File: config.mk
export PLATFORM = sky130hd
export DESIGN_NAME = rgb_linear_fade_engine
export DESIGN_NICKNAME = d
export VERILOG_FILES = /design/src/rtl/core/rlfe_pkg.sv /design/src/rtl/core/rgb_linear_fade_engine.sv
export SDC_FILE = /design/constraint.sdc
export NUM_CORES = 1
export LEC_CHECK = 0
export ABC_AREA = 1
export BUFFER_PORTS_ARGS = -buffer_cell sky130_fd_sc_hd__buf_2
export CAP_MARGIN = 25
export CORE_UTILIZATION = 38
export CTS_CLUSTER_SIZE = 20
export DETAILED_ROUTE_END_ITERATION = 12
export SYNTH_ARGS = -nofsm -noshare
export SYNTH_HDL_FRONTEND = slang
export SYNTH_SLANG_ARGS = --single-unit
export TNS_END_PERCENT = 100
File: constraint.sdc
create_clock -name aclk -period 5.3 [get_ports aclk]
set_clock_uncertainty 0.2 [all_clocks]
set_input_delay 0.53 -clock aclk [delete_from_list [all_inputs] [get_ports aclk]]
set_output_delay 0.53 -clock aclk [all_outputs]
set_load 0.05 [all_outputs]
File: src/rtl/core/rlfe_pkg.sv
// Shared constants, types and request codes of the RGB linear fade engine.
package rlfe_pkg;

    localparam int CHANNELS     = 3;
    localparam int TIME_BITS    = 32;
    localparam int PORT_TIME_W  = 32;
    localparam int LEVEL_BITS   = 8;
    localparam int REQ_BITS     = 3;
    localparam int MODE_BITS    = 2;
    localparam int CH_IDX_BITS  = (CHANNELS > 1) ? $clog2(CHANNELS) : 1;
    localparam int BIT_CNT_BITS = $clog2(LEVEL_BITS);

    typedef logic [TIME_BITS-1:0]  time_t;
    typedef logic [LEVEL_BITS-1:0] level_t;

    typedef enum logic [REQ_BITS-1:0] {
        REQ_START = 3'd0,
        REQ_STOP  = 3'd1,
        REQ_POLL  = 3'd2,
        REQ_SET   = 3'd3,
        REQ_ON    = 3'd4,
        REQ_OFF   = 3'd5
    } req_t;

    typedef enum logic [MODE_BITS-1:0] {
        MODE_PWM  = 2'd0,
        MODE_HIGH = 2'd1,
        MODE_LOW  = 2'd2
    } mode_t;

    typedef enum logic [2:0] {
        ST_IDLE,
        ST_CHECK,
        ST_LOAD,
        ST_DOUBLE,
        ST_ADD,
        ST_STORE
    } state_t;

endpackage

File: src/rtl/core/rgb_linear_fade_engine.sv
// Top level of the RGB linear fade engine with its serial scaling divider.
//
//   channel  direction  handshake         payload
//   s_       in         s_valid/s_ready   req_type, now_ms, fade_ms, target_ch0..2
//   m_       out        m_valid/m_ready   duty_ch0..2, drive_mode, fading
//
// Every request except an active poll gives its result in the cycle after the transfer.
// An active poll gives its result from the check state once the fade has run out,
// otherwise once the shared divider has scaled each channel in turn (load, then a double
// and an add state per quotient bit, then store); no new request is taken meanwhile.
// Reset is synchronous and clears all levels, the fade start and length, and the mode.
// A new request is taken while the previous result is being transferred, never earlier.
module rgb_linear_fade_engine (
    input  logic                                   aclk,
    input  logic                                   aresetn,
    input  logic                                   s_valid,
    output logic                                   s_ready,
    input  logic [rlfe_pkg::REQ_BITS-1:0]          s_req_type,
    input  logic [rlfe_pkg::PORT_TIME_W-1:0]       s_now_ms,
    input  logic [rlfe_pkg::PORT_TIME_W-1:0]       s_fade_ms,
    input  logic [rlfe_pkg::LEVEL_BITS-1:0]        s_target_ch0,
    input  logic [rlfe_pkg::LEVEL_BITS-1:0]        s_target_ch1,
    input  logic [rlfe_pkg::LEVEL_BITS-1:0]        s_target_ch2,
    output logic                                   m_valid,
    input  logic                                   m_ready,
    output logic [rlfe_pkg::LEVEL_BITS-1:0]        m_duty_ch0,
    output logic [rlfe_pkg::LEVEL_BITS-1:0]        m_duty_ch1,
    output logic [rlfe_pkg::LEVEL_BITS-1:0]        m_duty_ch2,
    output logic [rlfe_pkg::MODE_BITS-1:0]         m_drive_mode,
    output logic                                   m_fading
);
    import rlfe_pkg::*;

    state_t  state_reg, state_next;
    level_t  cur_reg   [CHANNELS], cur_next   [CHANNELS];
    level_t  start_reg [CHANNELS], start_next [CHANNELS];
    level_t  goal_reg  [CHANNELS], goal_next  [CHANNELS];
    time_t   t0_reg, t0_next;
    time_t   len_reg, len_next;
    logic    active_reg, active_next;
    mode_t   mode_reg, mode_next;
    logic    m_valid_reg, m_valid_next;

    time_t   elapsed_reg, elapsed_next;
    time_t   lme_reg, lme_next;
    time_t   rem_reg, rem_next;
    level_t  quo_reg, quo_next;
    level_t  dig_reg, dig_next;
    logic [BIT_CNT_BITS-1:0] bit_reg, bit_next;
    logic [CH_IDX_BITS-1:0]  ch_reg, ch_next;
    logic    diff_reg, diff_next;

    level_t  tgt [CHANNELS];
    level_t  s_lvl, g_lvl, lvl;
    logic    s_ge_g;
    logic    accept;
    logic [TIME_BITS+1:0] dbl_ext, dbl_sub;
    time_t   add_sub;
    logic    add_ge;

    assign tgt[0] = s_target_ch0;
    assign tgt[1] = s_target_ch1;
    assign tgt[2] = s_target_ch2;

    assign s_ready      = (state_reg == ST_IDLE) && (!m_valid_reg || m_ready);
    assign accept       = s_valid && s_ready;
    assign m_valid      = m_valid_reg;
    assign m_duty_ch0   = cur_reg[0];
    assign m_duty_ch1   = cur_reg[1];
    assign m_duty_ch2   = cur_reg[2];
    assign m_drive_mode = mode_reg;
    assign m_fading     = active_reg;

    assign s_lvl   = start_reg[ch_reg];
    assign g_lvl   = goal_reg[ch_reg];
    assign s_ge_g  = (s_lvl >= g_lvl);
    assign lvl     = s_ge_g ? (s_lvl - quo_reg) : (s_lvl + quo_reg);
    assign dbl_ext = {1'b0, rem_reg, 1'b0};
    assign dbl_sub = dbl_ext - {2'b00, len_reg};
    assign add_ge  = (rem_reg >= lme_reg);
    assign add_sub = rem_reg - lme_reg;

    always_ff @(posedge aclk) begin
        if (!aresetn) begin
            state_reg   <= ST_IDLE;
            t0_reg      <= '0;
            len_reg     <= '0;
            active_reg  <= 1'b0;
            mode_reg    <= MODE_PWM;
            m_valid_reg <= 1'b0;
            for (int i = 0; i < CHANNELS; i++) begin
                cur_reg[i]   <= '0;
                start_reg[i] <= '0;
                goal_reg[i]  <= '0;
            end
        end else begin
            state_reg   <= state_next;
            t0_reg      <= t0_next;
            len_reg     <= len_next;
            active_reg  <= active_next;
            mode_reg    <= mode_next;
            m_valid_reg <= m_valid_next;
            for (int i = 0; i < CHANNELS; i++) begin
                cur_reg[i]   <= cur_next[i];
                start_reg[i] <= start_next[i];
                goal_reg[i]  <= goal_next[i];
            end
        end
    end

    always_ff @(posedge aclk) begin
        elapsed_reg <= elapsed_next;
        lme_reg     <= lme_next;
        rem_reg     <= rem_next;
        quo_reg     <= quo_next;
        dig_reg     <= dig_next;
        bit_reg     <= bit_next;
        ch_reg      <= ch_next;
        diff_reg    <= diff_next;
    end

    always_comb begin
        state_next   = state_reg;
        t0_next      = t0_reg;
        len_next     = len_reg;
        active_next  = active_reg;
        mode_next    = mode_reg;
        m_valid_next = m_valid_reg && !m_ready;
        cur_next     = cur_reg;
        start_next   = start_reg;
        goal_next    = goal_reg;
        elapsed_next = elapsed_reg;
        lme_next     = lme_reg;
        rem_next     = rem_reg;
        quo_next     = quo_reg;
        dig_next     = dig_reg;
        bit_next     = bit_reg;
        ch_next      = ch_reg;
        diff_next    = diff_reg;

        case (state_reg)
            ST_IDLE: begin
                if (accept) begin
                    m_valid_next = 1'b1;
                    case (req_t'(s_req_type))
                        REQ_START: begin
                            for (int i = 0; i < CHANNELS; i++) begin
                                start_next[i] = cur_reg[i];
                                goal_next[i]  = tgt[i];
                            end
                            t0_next     = time_t'(s_now_ms);
                            len_next    = time_t'(s_fade_ms);
                            active_next = 1'b1;
                        end
                        REQ_STOP: begin
                            active_next = 1'b0;
                        end
                        REQ_POLL: begin
                            if (active_reg) begin
                                m_valid_next = 1'b0;
                                elapsed_next = time_t'(s_now_ms) - t0_reg;
                                state_next   = ST_CHECK;
                            end
                        end
                        REQ_SET: begin
                            for (int i = 0; i < CHANNELS; i++) begin
                                cur_next[i] = tgt[i];
                            end
                            mode_next = MODE_PWM;
                        end
                        REQ_ON: begin
                            mode_next = MODE_HIGH;
                        end
                        REQ_OFF: begin
                            mode_next = MODE_LOW;
                        end
                        default: begin
                        end
                    endcase
                end
            end
            ST_CHECK: begin
                mode_next = MODE_PWM;
                diff_next = 1'b0;
                ch_next   = '0;
                lme_next  = len_reg - elapsed_reg;
                if (elapsed_reg >= len_reg) begin
                    cur_next     = goal_reg;
                    active_next  = 1'b0;
                    m_valid_next = 1'b1;
                    state_next   = ST_IDLE;
                end else begin
                    state_next = ST_LOAD;
                end
            end
            ST_LOAD: begin
                dig_next   = s_ge_g ? (s_lvl - g_lvl) : (g_lvl - s_lvl);
                rem_next   = '0;
                quo_next   = '0;
                bit_next   = '0;
                state_next = ST_DOUBLE;
            end
            ST_DOUBLE: begin
                if (!dbl_sub[TIME_BITS+1]) begin
                    rem_next = dbl_sub[TIME_BITS-1:0];
                    quo_next = {quo_reg[LEVEL_BITS-2:0], 1'b1};
                end else begin
                    rem_next = dbl_ext[TIME_BITS-1:0];
                    quo_next = {quo_reg[LEVEL_BITS-2:0], 1'b0};
                end
                state_next = ST_ADD;
            end
            ST_ADD: begin
                if (dig_reg[LEVEL_BITS-1]) begin
                    if (add_ge) begin
                        rem_next = add_sub;
                        quo_next = quo_reg + level_t'(1);
                    end else begin
                        rem_next = rem_reg + elapsed_reg;
                    end
                end
                dig_next = {dig_reg[LEVEL_BITS-2:0], 1'b0};
                bit_next = bit_reg + 1'b1;
                if (bit_reg == BIT_CNT_BITS'(LEVEL_BITS - 1)) begin
                    state_next = ST_STORE;
                end else begin
                    state_next = ST_DOUBLE;
                end
            end
            ST_STORE: begin
                cur_next[ch_reg] = lvl;
                diff_next        = diff_reg || (lvl != g_lvl);
                if (ch_reg == CH_IDX_BITS'(CHANNELS - 1)) begin
                    active_next  = diff_reg || (lvl != g_lvl);
                    m_valid_next = 1'b1;
                    state_next   = ST_IDLE;
                end else begin
                    ch_next    = ch_reg + 1'b1;
                    state_next = ST_LOAD;
                end
            end
            default: begin
                state_next = ST_IDLE;
            end
        endcase
    end

endmodule

Word level (Yosys, flattened, before mapping)
Index checks and enable logic that the tools add are counted.
{"block": "word_totals", "register_bits": 261, "input_bits": 95, "out_inout_bits": 29, "wordCells": 138}
{"block": "op_classes", "addsub": 12, "n_lt_le_gt_ge": 5, "n_eq_ne": 24, "mux": 49, "bitwise": 1, "n_reduce_logical": 24}
{"operator": "two-way mux 32 bit", "count": 3}
{"operator": "one-hot mux 32 bit (3 select lines)", "count": 1}
{"operator": "subtractor 32 bit", "count": 3}
{"operator": "two-way mux 24 bit", "count": 3}
{"operator": "two-way mux 8 bit", "count": 9}
{"operator": "one-hot mux 24 bit (3 select lines)", "count": 1}
{"operator": "greater-or-equal comparator 32 bit", "count": 2}
{"operator": "subtractor 33 x 32 -> 34 bit", "count": 1}
{"operator": "adder 32 bit", "count": 1}
{"operator": "binary-select mux 8 bit (select 2 bit)", "count": 2}
{"operator": "bitwise mux 24 bit", "count": 1}
{"operator": "one-hot mux 8 bit (3 select lines)", "count": 1}
{"operator": "subtractor 8 bit", "count": 3}
{"operator": "one-hot mux 3 bit (6 select lines)", "count": 1}
{"operator": "demux 8 bit (select 2 bit)", "count": 1}
{"operator": "one-hot mux 8 bit (2 select lines)", "count": 1}
{"operator": "equality test 3 bit (second input constant)", "count": 5}
{"operator": "inequality test 2 bit (second input constant)", "count": 7}
{"operator": "equality test 3 x 2 -> 1 bit (second input constant)", "count": 4}
{"operator": "two-way mux 3 bit", "count": 4}
{"operator": "AND reduction 3 bit", "count": 4}
{"operator": "two-way mux 1 bit", "count": 9}
{"operator": "adder 8 x 1 -> 8 bit (second input constant)", "count": 1}
{"operator": "adder 8 bit", "count": 1}
{"operator": "other kinds (27)", "count": 46}

Logic depth before layout (Yosys ltp)
{"block": "logic_depth", "word_depth": 10, "depth_mapped": 33, "depth_no_buf": 31}

Worst setup path before layout
No wires, ideal clock.
{"block": "synth_path", "path_type": "register to register", "from": "register ch_reg[0]", "to": "register diff_reg, data pin", "setup_ps": 251, "t_arrival_ps": 3962, "required_time_ps": 4849, "setup_slack_ps": 888, "path_stages_with_launch": 30, "path_buffers": 4, "period_less_slack_ps": 4412, "cell_sequence": "edfxtp_1 > buf_4 > inv_1 > buf_2 > or2_2 > a32oi_1 > ha_1 > buf_2 > nand2_1 > inv_1 > a21oi_2 > nand2_1 > nor2_4 > inv_1 > buf_6 > nand2_1 > o21ai_0 > fa_1 > xor2_1 > inv_1 > nand2_1 > nand2_1 > nor2_1 > nand2_1 > nor2_1 > nand2_1 > nor2_1 > nand3_1 > nand2_1 > inv_1"}
{"block": "synth_via", "elab_chain_cells": 9, "elab_cells_between_ends": 14, "classes_between": "add/sub (2); order compare (1); eq/ne (1); mux (8); bitwise (1); reduce/logical (1)"}
{"element": "start, declared", "line_no": "rgb_linear_fade_engine.sv:50", "text": "logic [CH_IDX_BITS-1:0] ch_reg, ch_next;"}
{"element": "start signal, assigned", "line_no": "rgb_linear_fade_engine.sv:118", "text": "ch_reg <= ch_next;"}
{"element": "NOT 2 -> 3 bit (not written as such) *", "line_no": "rgb_linear_fade_engine.sv:74, rgb_linear_fade_engine.sv:75"}
{"element": "binary-select mux 8 bit (select 2 bit) (on tied branches)", "line_no": "rgb_linear_fade_engine.sv:74, rgb_linear_fade_engine.sv:75"}
{"element": "two-way mux 8 bit (on tied branches) (2 in series)", "line_no": "rgb_linear_fade_engine.sv:74, rgb_linear_fade_engine.sv:75"}
{"element": "adder 8 bit, or another cell as far along", "line_no": "rgb_linear_fade_engine.sv:77", "text": "assign lvl = s_ge_g ? (s_lvl - quo_reg) : (s_lvl + quo_reg);"}
{"element": "two-way mux 8 bit", "line_no": "rgb_linear_fade_engine.sv:77"}
{"element": "inequality test 8 bit *", "line_no": "rgb_linear_fade_engine.sv:232", "text": "diff_next = diff_reg || (lvl != g_lvl);"}
{"element": "logical OR 1 bit *", "line_no": "rgb_linear_fade_engine.sv:232"}
{"element": "one-hot mux 1 bit (2 select lines) *", "line_no": "rgb_linear_fade_engine.sv:141", "text": "case (state_reg)"}
{"element": "via diff_next", "line_no": "rgb_linear_fade_engine.sv:51", "text": "logic diff_reg, diff_next;"}
{"element": "end signal, assigned", "line_no": "rgb_linear_fade_engine.sv:119", "text": "diff_reg <= diff_next;"}
{"element": "end, declared", "line_no": "rgb_linear_fade_engine.sv:51"}
The timed path passes the listed nets; every way through them passes the cells marked *. The select of a mux whose other input is x is not followed.
A chain may end at the register's enable or synchronous reset.

Worst setup path after layout
Ends and elaborated chain as after synthesis.

==> impl_metrics.tcl <==
set metrics [dict create \
    overflow 0 \
    antenna_found_initial 1 \
    grt_pass1_vias 19700 \
    synth.top_cells.by_count "nand2_1 (727), inv_1 (473), a21oi_1 (322)" \
    globalplace.congestion 0.947 \
    tns_ns 0 \
    max_slew_margin_pct 30.9 \
    drtIter0Drc 2073 \
    syn_inst 3247 \
    synth_top_area_share_pct 15.9 \
    slew_viol_final 0 \
    track_usage_pct 24.0 \
    fmax_mhz 206 \
    post-route-period-util_pct 91.8 \
    grt_max_degree 177 \
    io_pins 124 \
    dp.cells 4069 \
    ys_ff_latch 261 \
    setup_viol 0 \
    rrSetupSlack_ns 0.44 \
    place_ws_ns 0.363 \
    cts.root.buffer_cell "clkbuf_16" \
    path_clk_slew_ns 0.06 \
    power_density_nw_per_um2 201 \
    portBuffers 123 \
    cp_common_cell "nand2_1" \
    fin_area_um2 24600 \
    cts.sinks 261 \
    endpoint_kind "flip-flop" \
    tightest_slew_ns 1.04 \
    required_ns 5.43 \
    drtAntennaViolNets 0 \
    cp_num_buf_inv 4 \
    start_util_pct 38.5 \
    vdd_drop_max_mv 0.217 \
    yosysSeqAreaShare_pct 28.8 \
    min_period_ns 4.86 \
    stdcell_count 4130 \
    fin_nets 3633 \
    setup_slack_ns 0.437 \
    post-route-util_pct 42.6 \
    ys.flop_type "dfxtp_1" \
    synthArstFlopShare_pct 0 \
    ys_warn_count 0 \
    cts_buffers 30 \
    die_width_um 244 \
    crit_fanout 13 \
    hold_class "primary input to flip-flop" \
    dpl_cell_area_um2 23500 \
    grt_pass1_wl_mm 112 \
    rsz0062_at_grt "false" \
    syn2layout_area_growth_pct 10.5 \
    ctsLongestPathBuffers 3 \
    cp.arrival_ns 4.99 \
    synth_cell_types 59 \
    crit_slowest_cell "edfxtp_1" \
    synthTopCellsByArea "edfxtp_1 (16%), dfxtp_1 (13%), nand2_1 (12%), ha_1 (10%), inv_1 (8.0%)" \
    drc 0 \
    fp.dieH_um 244 \
    worstPathCellList "clkinvlp_4 > or2_2 > a32oi_1 > ha_1 > a21oi_2 > nand2_1 > nand2_1 > nand2_1 > nor2_4 > clkinvlp_4 > buf_4 > nor2_1 > xor2_1 > ha_1 > nand2_1 > or2_2 > nand4_1 > nand2_1 > nand2_1 > nand2_1 > nor2_1 > nand3_1 > nand2_1 > inv_1" \
    synth_most_common_cell "nand2_1" \
    synth_top_area_cell "edfxtp_1" \
    syn_area_um2 22200 \
    crit_type "flip-flop to flip-flop" \
    row_count 88 \
    synth-edff-count 118 \
    coreArea_um2 57700 \
    hpwl_mm 59.8 \
    antennaDiodeCount 0 \
    num_vias 21600 \
    syn_avg_cell_area_um2 6.84 \
    drv_cap 0 \
    crit_family "simple AND/OR/NAND/NOR gates" \
    wire_per_inst_um 17.7 \
    clock_latency_ns 0.58 \
    dieArea_um2 59400 \
    drt_wl_total_mm 73.2 \
    drive_gt1_share_pct 8.02 \
    synth_nets 3536 \
    p_leak_nw 11.2 \
    max_stage_delay_ns 0.48 \
    critPathLaunchType "flip-flop" \
    hold_viol_final 0 \
    status "finished, final reports clean" \
    htree_levels 1 \
    routed_via_density 5.23 \
    cts_tree "done" \
    drt_pass1_iterations 6 \
]
## metrics by stage
step                      hold slack (ns)  power, mW
after floorplan                     0.229       2.72
after global placement              0.236       2.94
after detailed placement            0.240       2.94
after CTS                         0.00186       4.98
after global routing               0.0447       5.15
final                              0.0263       4.95
## power breakdown
part / leakage, nW / internal [mW] / switching [mW]
clock network: 0.470 / 1.18 / 0.857
logic: 8.53 / 0.255 / 0.477
registers: 2.20 / 2.15 / 0.0260
total: 11.2 / 3.58 / 1.36
## placed cells by master, fill, tap and decap left out, types with 6 or more instances in the layout
cell type | synthesis | final
o21ai_0 | 253 | 252
o211ai_1 | 26 | 26
ha_1 | 186 | 186
xnor2_1 | 53 | 53
nor2_2 | 9 | 8
clkbuf_1 | 34 | 9
nand4_1 | 20 | 20
edfxtp_1 | 118 | 118
nor3_1 | 33 | 33
nand3_1 | 183 | 183
o21ai_1 | 9 | 10
buf_2 | 35 | 122
a21oi_2 | 11 | 11
a21oi_1 | 322 | 322
nand3b_1 | 17 | 17
inv_1 | 473 | 471
nor2_4 | 5 | 6
nor4_1 | 10 | 10
nor2_1 | 274 | 274
nand2_1 | 727 | 727
a21o_1 | 28 | 28
xor2_1 | 65 | 65
o21a_1 | 9 | 9
or2_2 | 19 | 19
o221ai_1 | 6 | 6
fa_1 | 8 | 8
a31oi_1 | 23 | 23
clkbuf_16 | 0 | 33
dfxtp_1 | 143 | 143
a32oi_1 | 9 | 9
buf_4 | 6 | 23
nand2_2 | 15 | 15
a22oi_1 | 7 | 7
o21bai_1 | 40 | 40
a21boi_0 | 15 | 15
## layout make-up
type	instances	area [µm²]
fill	6250	33100
multi-input combinational	2423	13600
sequential	261	6410
inverter	481	1820
tap	765	957
clock buffer	46	915
timing repair buffer	147	813
clock inverter	7	41.3
## cells by family after synthesis
family,after synthesis,share of synthesized area [%]
AND/OR/NAND/NOR,1334,25.5
AO/OA/AOI/OAI,776,19.7
buffers and inverters,563,10.0
flip-flops,261,28.8
adder cells (fa/ha/maj),194,11.2
XOR/XNOR,118,4.65
multiplexers,1,0.0450
## worst paths after layout
check,start,end,depth (start not counted)
min,s_target_ch2[3],goal_reg[3],3
max,ch_reg[0],diff_reg,24
min reg2reg,m_drive_mode[1],m_drive_mode[1],2
max reg2reg,ch_reg[0],diff_reg,24
## repair_timing
action / in CTS / in global routing
buffers inserted: 0 / 7
gates resized for setup: 0 / 4
setup endpoints to repair: 0 / 7
hold buffers: 1 / 0
endpoints found under the hold margin: 1 / 0
## tightest hold or removal path: stages
cell and delay (ns):
buf_2 0.08, inv_1 0.04, a21oi_1 0.11
## metal layers
| metal | track usage, % | wire length [µm] |
|---|---|---|
| met4 | 5.88 | 1700 |
| met1 | 36.5 | 35600 |
| met2 | 36.3 | 30700 |
| met5 | 0 | 8 |
| met3 | 2.06 | 5200 |
(Power assumes the default switching activity.)
